`config.mk`:
```
export PLATFORM = sky130hd
export DESIGN_NAME = supercap_supply_switch_ctrl_flat
export DESIGN_NICKNAME = d
export VERILOG_FILES = /design/src/design/ssc_pkg.sv /design/src/design/ssc_tick_if.sv /design/src/design/ssc_result_if.sv /design/src/design/ssc_div.sv /design/src/design/supercap_supply_switch_ctrl.sv /design/src/flat_wrapper.sv
export VERILOG_INCLUDE_DIRS = /design/src /design/src/design
export SDC_FILE = /design/constraint.sdc
export NUM_CORES = 2
export LEC_CHECK = 0
export BUFFER_PORTS_ARGS = -buffer_cell sky130_fd_sc_hd__clkbuf_2
export CAP_MARGIN = 5
export CORE_UTILIZATION = 55
export CTS_CLUSTER_SIZE = 20
export DETAILED_ROUTE_END_ITERATION = 12
export PLACE_DENSITY = 0.72
export SLEW_MARGIN = 20
export SYNTH_ARGS = -nofsm -noshare
export SYNTH_HDL_FRONTEND = slang
export SYNTH_SLANG_ARGS = --single-unit
export TNS_END_PERCENT = 10
```
`constraint.sdc`:
```
create_clock -name clk -period 6.6 [get_ports clk]
set_input_delay 0.99 -clock clk [delete_from_list [all_inputs] [get_ports clk]]
set_output_delay 0.99 -clock clk [all_outputs]
set_load 0.1 [all_outputs]
```
`src/design/assert_macros.svh`:
```
// Assertion macros shared by the supercapacitor supply switch modules.
// Each macro expands to a concurrent assertion, or to nothing under SYNTHESIS.
`ifndef ASSERT_MACROS_SVH
`define ASSERT_MACROS_SVH

`ifndef SYNTHESIS
`define SSC_ASSERT_IMPL(label, clk, rst, ante, cons) \
  label: assert property (@(posedge clk) disable iff (rst) (ante) |-> (cons)) \
    else $error("ssc: same-cycle check failed");
`define SSC_ASSERT_NEXT(label, clk, rst, ante, cons) \
  label: assert property (@(posedge clk) disable iff (rst) (ante) |=> (cons)) \
    else $error("ssc: next-cycle check failed");
`else
`define SSC_ASSERT_IMPL(label, clk, rst, ante, cons)
`define SSC_ASSERT_NEXT(label, clk, rst, ante, cons)
`endif

`endif

```
`src/design/ssc_pkg.sv`:
```
// Shared types and constants of the supercapacitor supply switch controller.
// No dependencies; used by the interfaces, the divider and the top level.
package ssc_pkg;

  localparam int CHASSIS_W = 18;
  localparam int TOTAL_W   = 18;
  localparam int SLOPE_W   = 19;
  localparam int ADC_W     = 12;
  localparam int ICH_W     = 12;
  localparam int CODE_W    = 12;

  localparam int CFG_IDX_W  = 3;
  localparam int CFG_DATA_W = 16;
  localparam int GAIN_W     = 16;
  localparam int LIMIT_W    = 12;
  localparam int VTH_W      = 15;

  localparam logic [CFG_IDX_W-1:0] CFG_AUTO_ENABLE  = 3'd0;
  localparam logic [CFG_IDX_W-1:0] CFG_CHARGE_GAIN  = 3'd1;
  localparam logic [CFG_IDX_W-1:0] CFG_CURRENT_LIM  = 3'd2;
  localparam logic [CFG_IDX_W-1:0] CFG_CAP_ENTER    = 3'd3;
  localparam logic [CFG_IDX_W-1:0] CFG_CAP_EXIT     = 3'd4;

  localparam logic [GAIN_W-1:0]  GAIN_RESET  = 16'd256;
  localparam logic [LIMIT_W-1:0] LIMIT_RESET = 12'd1300;
  localparam logic [VTH_W-1:0]   ENTER_RESET = 15'd22000;
  localparam logic [VTH_W-1:0]   EXIT_RESET  = 15'd20100;

  localparam int DIV_NUM_W = 36;
  localparam int DIV_DEN_W = 16;
  localparam int STEP_W    = 6;

  localparam int HEAD_W = 28;
  localparam int PROD_W = HEAD_W + GAIN_W;
  localparam int MV_W   = 17;

  // ADC code times 325/34, as a multiplication by 325 * ceil(2^27 / 34).
  localparam int                    ADC_MULT_W   = 31;
  localparam int                    ADC_PROD_W   = ADC_W + ADC_MULT_W;
  localparam logic [ADC_MULT_W-1:0] ADC_MV_MULT  = 31'd1282963825;
  localparam int                    ADC_MV_SHIFT = 27;

  localparam logic [17:0]          RECIP_25    = 18'd167773;
  localparam int                   RECIP_SHIFT = 22;

  typedef struct packed {
    logic                 start;
    logic [DIV_NUM_W-1:0] num;
    logic [DIV_DEN_W-1:0] den;
    logic [STEP_W-1:0]    steps;
  } div_req_t;

  typedef struct packed {
    logic                 done;
    logic [DIV_NUM_W-1:0] quo;
  } div_rsp_t;

endpackage

```
`src/design/ssc_tick_if.sv`:
```
// Request channel carrying one control tick into the controller.
// Depends on ssc_pkg for the field widths.
interface ssc_tick_if;
  import ssc_pkg::*;

  logic                       valid;
  logic                       ready;
  logic [CHASSIS_W-1:0]       chassis_power_mw;
  logic [TOTAL_W-1:0]         total_power_mw;
  logic signed [SLOPE_W-1:0]  power_slope_mw;
  logic [ADC_W-1:0]           cap_adc;
  logic [ICH_W-1:0]           charge_current_ma;

  modport source (output valid, chassis_power_mw, total_power_mw, power_slope_mw,
                  cap_adc, charge_current_ma, input ready);
  modport sink (input valid, chassis_power_mw, total_power_mw, power_slope_mw,
                cap_adc, charge_current_ma, output ready);
endinterface

```
`src/design/ssc_result_if.sv`:
```
// Result channel carrying one controller decision per tick.
// Depends on ssc_pkg for the field widths.
interface ssc_result_if;
  import ssc_pkg::*;

  logic              valid;
  logic              ready;
  logic              dac_write;
  logic [CODE_W-1:0] dac_code;
  logic              on_capacitor;

  modport source (output valid, dac_write, dac_code, on_capacitor, input ready);
  modport sink (input valid, dac_write, dac_code, on_capacitor, output ready);
endinterface

```
`src/design/ssc_div.sv`:
```
// Restoring divider, one quotient bit per cycle.
// Depends on ssc_pkg for the request and response structs, and on assert_macros.svh.
`include "assert_macros.svh"

module ssc_div (
  input  logic              clk,
  input  logic              rst,
  input  ssc_pkg::div_req_t req,
  output ssc_pkg::div_rsp_t rsp
);
  import ssc_pkg::*;

  logic                 busy;
  logic                 done;
  logic [STEP_W-1:0]    cnt;
  logic [DIV_DEN_W-1:0] rem;
  logic [DIV_NUM_W-1:0] quo;
  logic [DIV_DEN_W-1:0] den;
  logic [DIV_DEN_W:0]   trial;
  logic [DIV_DEN_W:0]   diff;
  logic                 fits;

  always_comb begin
    trial = {rem, quo[DIV_NUM_W-1]};
    diff  = trial - {1'b0, den};
    fits  = trial >= {1'b0, den};
  end

  always_ff @(posedge clk) begin
    if (rst) begin
      busy <= 1'b0;
      done <= 1'b0;
    end else begin
      done <= 1'b0;
      if (req.start) begin
        busy <= 1'b1;
        cnt  <= req.steps;
        rem  <= '0;
        quo  <= req.num;
        den  <= req.den;
      end else if (busy) begin
        rem <= fits ? diff[DIV_DEN_W-1:0] : trial[DIV_DEN_W-1:0];
        quo <= {quo[DIV_NUM_W-2:0], fits};
        cnt <= cnt - 1'b1;
        if (cnt == STEP_W'(1)) begin
          busy <= 1'b0;
          done <= 1'b1;
        end
      end
    end
  end

  assign rsp.done = done;
  assign rsp.quo  = quo;

  `SSC_ASSERT_IMPL(a_no_restart, clk, rst, busy, !req.start)
  `SSC_ASSERT_IMPL(a_done_idle, clk, rst, done, !busy)
  `SSC_ASSERT_IMPL(a_rem_below_den, clk, rst, busy || done, rem < den)

endmodule

```
`src/design/supercap_supply_switch_ctrl.sv`:
```
// Supercapacitor supply switch controller: top level with sequencer and datapath.
// Depends on ssc_pkg, ssc_tick_if, ssc_result_if, ssc_div and assert_macros.svh.
//
// Each request on the tick channel is one control tick: chassis power, total
// power, power slope, the capacitor ADC code and the measured charge current.
// The block answers every tick with exactly one result: a DAC write strobe,
// the charge DAC code and the supply mode after the tick.
// Configuration is written by the user through cfg_we, cfg_index and cfg_data
// only while the block is idle, unenforced; register i of the list has index i.
// One tick occupies the block alone; the capacitor voltage comes from one
// reciprocal multiplication. Without a current the decision goes straight to
// the result; a direct current limit adds the code steps; a computed charge
// current adds two multiplies, the head sum and the divider, which resolves
// one of 36 quotient bits per cycle. Ready returns once the result is loaded.
// The result sits in an output register; the next tick is accepted while it
// waits, and a stalled receiver holds the result until it is taken, with the
// following tick parked in the sequencer until the register frees.
// A synchronous reset returns the mode to battery, loads the register
// defaults and drops any tick in progress.
`include "assert_macros.svh"

module supercap_supply_switch_ctrl (
  input  logic                             clk,
  input  logic                             rst,
  ssc_tick_if.sink                         tick,
  ssc_result_if.source                     result,
  input  logic                             cfg_we,
  input  logic [ssc_pkg::CFG_IDX_W-1:0]    cfg_index,
  input  logic [ssc_pkg::CFG_DATA_W-1:0]   cfg_data
);
  import ssc_pkg::*;

  typedef enum logic [3:0] {
    S_IDLE, S_CAP_MV, S_DECIDE, S_MUL1, S_HEAD, S_MUL2,
    S_DIV_START, S_DIV_WAIT, S_CODE1, S_CODE2, S_DONE
  } state_t;

  state_t state;

  logic               auto_enable;
  logic [GAIN_W-1:0]  charge_gain_q8;
  logic [LIMIT_W-1:0] current_limit_ma;
  logic [VTH_W-1:0]   cap_enter_mv;
  logic [VTH_W-1:0]   cap_exit_mv;
  logic               supply_mode;

  logic [CHASSIS_W-1:0]      chassis;
  logic [TOTAL_W-1:0]        total;
  logic signed [SLOPE_W-1:0] slope;
  logic [ADC_W-1:0]          adc;
  logic [ICH_W-1:0]          ich;

  logic signed [MV_W-1:0] cap_mv;
  logic [HEAD_W-2:0]      base;
  logic [HEAD_W-1:0]      part;
  logic [HEAD_W-1:0]      head;
  logic [PROD_W-1:0]      prod;
  logic [LIMIT_W-1:0]     ma;
  logic [34:0]            recip;
  logic                   wr;
  logic [CODE_W-1:0]      code;
  logic                   mode_new;

  logic [ADC_PROD_W-1:0] cap_prod;
  logic [12:0]           code_raw;
  logic [12:0]           code_off;
  logic                  out_free;
  logic                  heavy;

  div_req_t div_req;
  div_rsp_t div_rsp;

  ssc_div u_div (
    .clk (clk),
    .rst (rst),
    .req (div_req),
    .rsp (div_rsp)
  );

  always_ff @(posedge clk) begin
    if (rst) begin
      auto_enable      <= 1'b0;
      charge_gain_q8   <= GAIN_RESET;
      current_limit_ma <= LIMIT_RESET;
      cap_enter_mv     <= ENTER_RESET;
      cap_exit_mv      <= EXIT_RESET;
    end else if (cfg_we) begin
      case (cfg_index)
        CFG_AUTO_ENABLE: auto_enable      <= cfg_data[0];
        CFG_CHARGE_GAIN: charge_gain_q8   <= cfg_data[GAIN_W-1:0];
        CFG_CURRENT_LIM: current_limit_ma <= cfg_data[LIMIT_W-1:0];
        CFG_CAP_ENTER:   cap_enter_mv     <= cfg_data[VTH_W-1:0];
        CFG_CAP_EXIT:    cap_exit_mv      <= cfg_data[VTH_W-1:0];
        default: ;
      endcase
    end
  end

  always_comb begin
    cap_prod   = {{ADC_MULT_W{1'b0}}, adc} * {{ADC_W{1'b0}}, ADC_MV_MULT};
    code_raw   = recip[RECIP_SHIFT +: 13];
    code_off   = code_raw + 13'd60;
    out_free   = !result.valid || result.ready;
    heavy      = ((slope >= 19'sd1750) && (total >= 18'd40000)) || (total >= 18'd75000);
    div_req    = '0;
    case (state)
      S_DIV_START: begin
        div_req.start = 1'b1;
        div_req.num   = prod[PROD_W-1:8];
        div_req.den   = cap_mv[DIV_DEN_W-1:0];
        div_req.steps = STEP_W'(DIV_NUM_W);
      end
      default: ;
    endcase
  end

  assign tick.ready = (state == S_IDLE) && !rst;

  always_ff @(posedge clk) begin
    if (rst) begin
      state        <= S_IDLE;
      supply_mode  <= 1'b0;
      result.valid <= 1'b0;
    end else begin
      if (result.valid && result.ready && (state != S_DONE)) begin
        result.valid <= 1'b0;
      end
      case (state)
        S_IDLE: begin
          if (tick.valid) begin
            chassis <= tick.chassis_power_mw;
            total   <= tick.total_power_mw;
            slope   <= tick.power_slope_mw;
            adc     <= tick.cap_adc;
            ich     <= tick.charge_current_ma;
            state   <= S_CAP_MV;
          end
        end
        S_CAP_MV: begin
          cap_mv <= $signed({1'b0, cap_prod[ADC_MV_SHIFT +: MV_W-1]}) - 17'sd650;
          state  <= S_DECIDE;
        end
        S_DECIDE: begin
          wr       <= 1'b0;
          code     <= '0;
          mode_new <= supply_mode;
          state    <= S_DONE;
          if (auto_enable) begin
            if (!supply_mode) begin
              if (chassis <= 18'd80000) begin
                wr <= 1'b1;
                if (chassis < 18'd70000) begin
                  if (cap_mv > 17'sd5000) begin
                    state <= S_MUL1;
                  end else begin
                    ma    <= current_limit_ma;
                    state <= S_CODE1;
                  end
                end
              end else if (heavy) begin
                wr <= 1'b1;
                if (cap_mv > $signed({2'b00, cap_enter_mv})) begin
                  mode_new <= 1'b1;
                end
              end
            end else begin
              wr <= 1'b1;
              if ((cap_mv < $signed({2'b00, cap_exit_mv})) ||
                  ((slope <= 19'sd1500) && (total <= 18'd70000))) begin
                mode_new <= 1'b0;
              end
            end
          end
        end
        S_MUL1: begin
          base  <= 27'd75000000 - ({9'd0, chassis} * 27'd1000);
          part  <= {12'd0, cap_mv[DIV_DEN_W-1:0]} * {16'd0, ich};
          state <= S_HEAD;
        end
        S_HEAD: begin
          head  <= {1'b0, base} + part;
          state <= S_MUL2;
        end
        S_MUL2: begin
          prod  <= {{GAIN_W{1'b0}}, head} * {{HEAD_W{1'b0}}, charge_gain_q8};
          state <= S_DIV_START;
        end
        S_DIV_START: state <= S_DIV_WAIT;
        S_DIV_WAIT: begin
          if (div_rsp.done) begin
            if (div_rsp.quo > {{(DIV_NUM_W-LIMIT_W){1'b0}}, current_limit_ma}) begin
              ma <= current_limit_ma;
            end else begin
              ma <= div_rsp.quo[LIMIT_W-1:0];
            end
            state <= S_CODE1;
          end
        end
        S_CODE1: begin
          recip <= {18'd0, ma, 5'd0} * {17'd0, RECIP_25};
          state <= S_CODE2;
        end
        S_CODE2: begin
          if (ma <= 12'd50) begin
            code <= '0;
          end else if (code_off > 13'd4095) begin
            code <= 12'd4095;
          end else begin
            code <= code_off[CODE_W-1:0];
          end
          state <= S_DONE;
        end
        S_DONE: begin
          if (out_free) begin
            result.valid        <= 1'b1;
            result.dac_write    <= wr;
            result.dac_code     <= code;
            result.on_capacitor <= mode_new;
            supply_mode         <= mode_new;
            state               <= S_IDLE;
          end
        end
        default: state <= S_IDLE;
      endcase
    end
  end

  `SSC_ASSERT_IMPL(a_code_needs_write, clk, rst, result.valid,
                   result.dac_write || (result.dac_code == 12'd0))
  `SSC_ASSERT_NEXT(a_mode_holds, clk, rst, state != S_DONE, $stable(supply_mode))
  `SSC_ASSERT_IMPL(a_current_clamped, clk, rst, state == S_CODE1, ma <= current_limit_ma)

endmodule

```
`src/flat_wrapper.sv`:
```
// flat-port wrapper written by rule: the top's interface ports become plain ports
module supercap_supply_switch_ctrl_flat import ssc_pkg::*;
  (clk, rst, cfg_we, cfg_index, cfg_data, tick_valid, tick_chassis_power_mw, tick_total_power_mw, tick_power_slope_mw, tick_cap_adc, tick_charge_current_ma, tick_ready, result_valid, result_dac_write, result_dac_code, result_on_capacitor, result_ready);
  ssc_tick_if tick_i ();
  ssc_result_if result_i ();
  input  logic clk;
  input  logic rst;
  input  logic cfg_we;
  input  logic [ssc_pkg::CFG_IDX_W-1:0] cfg_index;
  input  logic [ssc_pkg::CFG_DATA_W-1:0] cfg_data;
  input wire logic [$bits(tick_i.valid)-1:0] tick_valid;
  input wire logic [$bits(tick_i.chassis_power_mw)-1:0] tick_chassis_power_mw;
  input wire logic [$bits(tick_i.total_power_mw)-1:0] tick_total_power_mw;
  input wire logic [$bits(tick_i.power_slope_mw)-1:0] tick_power_slope_mw;
  input wire logic [$bits(tick_i.cap_adc)-1:0] tick_cap_adc;
  input wire logic [$bits(tick_i.charge_current_ma)-1:0] tick_charge_current_ma;
  output wire logic [$bits(tick_i.ready)-1:0] tick_ready;
  output wire logic [$bits(result_i.valid)-1:0] result_valid;
  output wire logic [$bits(result_i.dac_write)-1:0] result_dac_write;
  output wire logic [$bits(result_i.dac_code)-1:0] result_dac_code;
  output wire logic [$bits(result_i.on_capacitor)-1:0] result_on_capacitor;
  input wire logic [$bits(result_i.ready)-1:0] result_ready;
  assign tick_i.valid = tick_valid;
  assign tick_i.chassis_power_mw = tick_chassis_power_mw;
  assign tick_i.total_power_mw = tick_total_power_mw;
  assign tick_i.power_slope_mw = tick_power_slope_mw;
  assign tick_i.cap_adc = tick_cap_adc;
  assign tick_i.charge_current_ma = tick_charge_current_ma;
  assign tick_ready = tick_i.ready;
  assign result_valid = result_i.valid;
  assign result_dac_write = result_i.dac_write;
  assign result_dac_code = result_i.dac_code;
  assign result_on_capacitor = result_i.on_capacitor;
  assign result_i.ready = result_ready;
  supercap_supply_switch_ctrl u_core (.clk(clk), .rst(rst), .tick(tick_i), .result(result_i), .cfg_we(cfg_we), .cfg_index(cfg_index), .cfg_data(cfg_data));
endmodule
```
==> run_results.csv <==
group,metric,value,unit
sta,skew,0.04212,ns
routing,viasPerCell,5.400,
setup_path,reg2regPathDepth,21,
worst_hold_path,hp-start,"u_core.code[3]$_SDFFCE_PP0P_",
worst_hold_path,holdPathEnd,"u_core.result.dac_code[3]$_DFFE_PP_",
logic_synthesis,synthTopCellsByArea,"fa_1 (30%), edfxtp_1 (21%), ha_1 (14%)",
logic_synthesis,synth_area_per_cell,9.813,um2
cells_and_area,area_growth,12.93,%
routing,ant_nets,0,
clocking,cts_hold_buf,0,
logic_synthesis,synth_edf_count,339,
global_route,busiest_layer,"met2",
routing,drc,0,
place,port-buffer-count,118,
clocking,cts.sinks,406,
job,cap_violations,0,
global_route,grtUsageTotal,0.2645,
place,hpwl,94050,um
setup_path,cp.required,6.96,ns
sta,rsz0062_at_grt,"true",
routing,dr.pass1.iters,5,
routing,vias,35220,
cells_and_area,utilization,0.6274,
sta,hold_viol,0,
floorplanning,num_rows,109,
worst_hold_path,hold_depth,0,
routing,wl_per_cell,17.89,um
floorplanning,start_util,0.5556,
global_route,grt_pass1_wl,188100,um
global_route,use_met3,0.04805,
global_route,grt_pass1_vias,36730,
logic_synthesis,yosys_warnings,0,
logic_synthesis,synth_nets,6385,
sta,fin_crit,6.527,ns
clocking,tritoncts,"built",
logic_synthesis,syn-instance-count,5004,
floorplanning,dieArea,90470,um2
logic_synthesis,yosys_register_bits,406,
logic_synthesis,yosysUniqueCellTypes,90,
floorplanning,die_x,300.8,um
setup_path,reg2reg_slack,0.07,ns
logic_synthesis,netlist_area,49100,um2
setup_path,cp-end-kind,"flop",
cells_and_area,drive_gt1_frac,0.1258,
sta,final-setup-viol-count,0,
clocking,ctsHtreeMaxLevel,2,
sta,slew_viol_final,0,
logic_synthesis,synth_flop_cell,"edfxtp_1",
clocking,clkTransAtPathRegs,0.06,ns
place,gp_congestion,0.9468,
sta,finalCritPeriodShare,0.9889,
clocking,clockRootBuffer,"clkbuf_16",
sta,slew_headroom,0.3513,
global_route,met1_usage,0.3485,
cells_and_area,fill_cells,7232,
routing,drt_wl_total,116700,um
logic_synthesis,synth.most_common_cell,"inv_1",
setup_path,worstSetupPathType,"reg2reg",
sta,worst_pin_slew,0.9695,ns
logic_synthesis,seq_area_frac_synth,0.2346,
cells_and_area,fin_nets,6696,
setup_path,startpoint_type,"flop",
global_route,grt_overflow_total,0,
setup_path,arrival,6.88,ns
floorplanning,core_area,88370,um2
setup_path,critPathMaxFanout,8,
floorplanning,dieHeight,300.8,um
clocking,insertion_delay,0.63,ns
global_route,met2_usage,0.4403,
sta,fmax,153.2,MHz
clocking,cts_buffers,49,
logic_synthesis,async_flop_share,0,
floorplanning,pin_count,119,
global_route,antenna_found_initial,2,
global_route,grt_start_max_net_pins,76,
logic_synthesis,yosys.area.top_type_share,0.2968,
setup_path,r2r-end,"u_core.prod[38]$_DFFE_PP_",
logic_synthesis,synthTopCellsByCount,"inv_1 (1040), nand2_1 (756), fa_1 (728)",
worst_hold_path,hp-class,"reg2reg",
setup_path,r2r-start,"u_core.head[5]$_DFFE_PP_",
logic_synthesis,synth.largest_area_cell,"fa_1",
run_status,outcome,"completed",
clocking,clockBufferDepth,3,
routing,first_iter_violations,2118,
cells by family after synthesis:
group           synth area share
mux                     0.006854
buf+inv                  0.09097
compound gates           0.06765
fa+ha+maj                 0.4370
simple gates              0.1353
flops                     0.2346
xor+xnor                 0.02762
worst max-delay path by stage:
stage	to	slack, ns	from
2_1_floorplan	u_core.prod[38]$_DFFE_PP_	0.004	u_core.head[13]$_DFFE_PP_
3_5_place_dp	u_core.prod[43]$_DFFE_PP_	-0.12	u_core.charge_gain_q8[6]$_SDFFE_PP0P_
6_report	u_core.prod[38]$_DFFE_PP_	0.07	u_core.head[5]$_DFFE_PP_
3_3_place_gp	u_core.prod[43]$_DFFE_PP_	-0.06	u_core.charge_gain_q8[6]$_SDFFE_PP0P_
4_1_cts	u_core.prod[43]$_DFFE_PP_	-0.01	u_core.head[10]$_DFFE_PP_
5_1_grt	u_core.prod[38]$_DFFE_PP_	-0.20	u_core.head[13]$_DFFE_PP_
worst max-delay path, stage by stage, from the launching register on:
cell	delay, ns
edfxtp_1	0.45
buf_12	0.18
buf_12	0.13
and2_1	0.17
fa_1	0.58
fa_1	0.46
fa_2	0.60
fa_1	0.45
fa_1	0.55
inv_1	0.06
fa_1	0.52
inv_1	0.04
ha_1	0.29
a21o_1	0.16
a21o_1	0.19
a221o_1	0.40
a21oi_4	0.24
o21ai_4	0.11
a31oi_4	0.27
o2111ai_4	0.17
a21oi_2	0.16
xnor2_1	0.08
placed cells by master (no fill, tap or decap), drive strengths merged, types with 22 or more instances in the layout:
master | synthesis | layout
xor2 | 58 | 58
clkbuf | 138 | 175
nor3 | 57 | 57
nand2 | 756 | 756
o21ai | 96 | 96
ha | 550 | 550
nand4 | 27 | 27
o21a | 31 | 31
nand3 | 38 | 38
buf | 10 | 290
and2 | 228 | 228
nand2b | 24 | 24
a21o | 56 | 56
clkinv | 0 | 22
a21oi | 187 | 187
nor2b | 24 | 24
inv | 1040 | 1045
nand3b | 23 | 23
nor2 | 166 | 166
xnor2 | 96 | 96
edfxtp | 339 | 339
fa | 728 | 728
dfxtp | 67 | 67
layout make-up:
class,instances,area [um2],area share
Inverter,1040,3904,0.07040
Tap cell,1165,1458,0.02629
Clock inverter,35,395.4,0.007130
Antenna cell,2,5.005,0.00009026
Multi-Input combinational cell,3410,33700,0.6078
Timing Repair Buffer,408,3127,0.05639
Sequential cell,406,11540,0.2082
Clock buffer,57,1319,0.02378
sequential cells by signal, summed over array words and instances (netlist names), 4 cells and up:
name / cells
u_core.u_div.cnt: 6
u_core.total: 18
u_core.cap_mv: 17
u_core.prod: 36
u_core.current_limit_ma: 12
u_core.ma: 12
u_core.u_div.quo: 36
u_core.slope: 19
u_core.base: 24
u_core.head: 28
u_core.u_div.den: 16
u_core.recip: 13
u_core.u_div.rem: 16
u_core.cap_exit_mv: 15
u_core.cap_enter_mv: 15
u_core.chassis: 18
u_core.part: 28
u_core.adc: 12
u_core.result.dac_code: 12
u_core.charge_gain_q8: 16
u_core.ich: 12
u_core.state: 4
u_core.code: 12
stage by stage:
step	setup slack (ns)	instance area (um2)	hold WS [ns]	setup TNS [ns]	cells
6_report	0.07305	55450	0.4141	0	6523
2_1_floorplan	0.003852	49120	0.4003	0	5004
3_3_place_gp	-0.06339	52520	0.4028	-0.07813	6372
5_1_grt	-0.1995	55450	0.4441	-1.003	6521
4_1_cts	-0.01367	54350	0.4153	-0.02983	6471
3_5_place_dp	-0.1195	52520	0.4071	-0.3641	6372
routing by layer:
layer  up-vias  share of wire
met5         -        0.00011
met4         2          0.034
met3       212          0.069
met2      1040           0.49
met1     17550           0.41
li1      16420              -
what timing repair did:
action,in CTS,in global routing
pin swaps,7,105
setup buffers,7,51
endpoints found under the setup margin,9,32
resized for setup,16,155
hold endpoints to repair,0,0
Power is not shown: default switching activity piles up to over one toggle a cycle in this logic, so the estimate is an artifact.
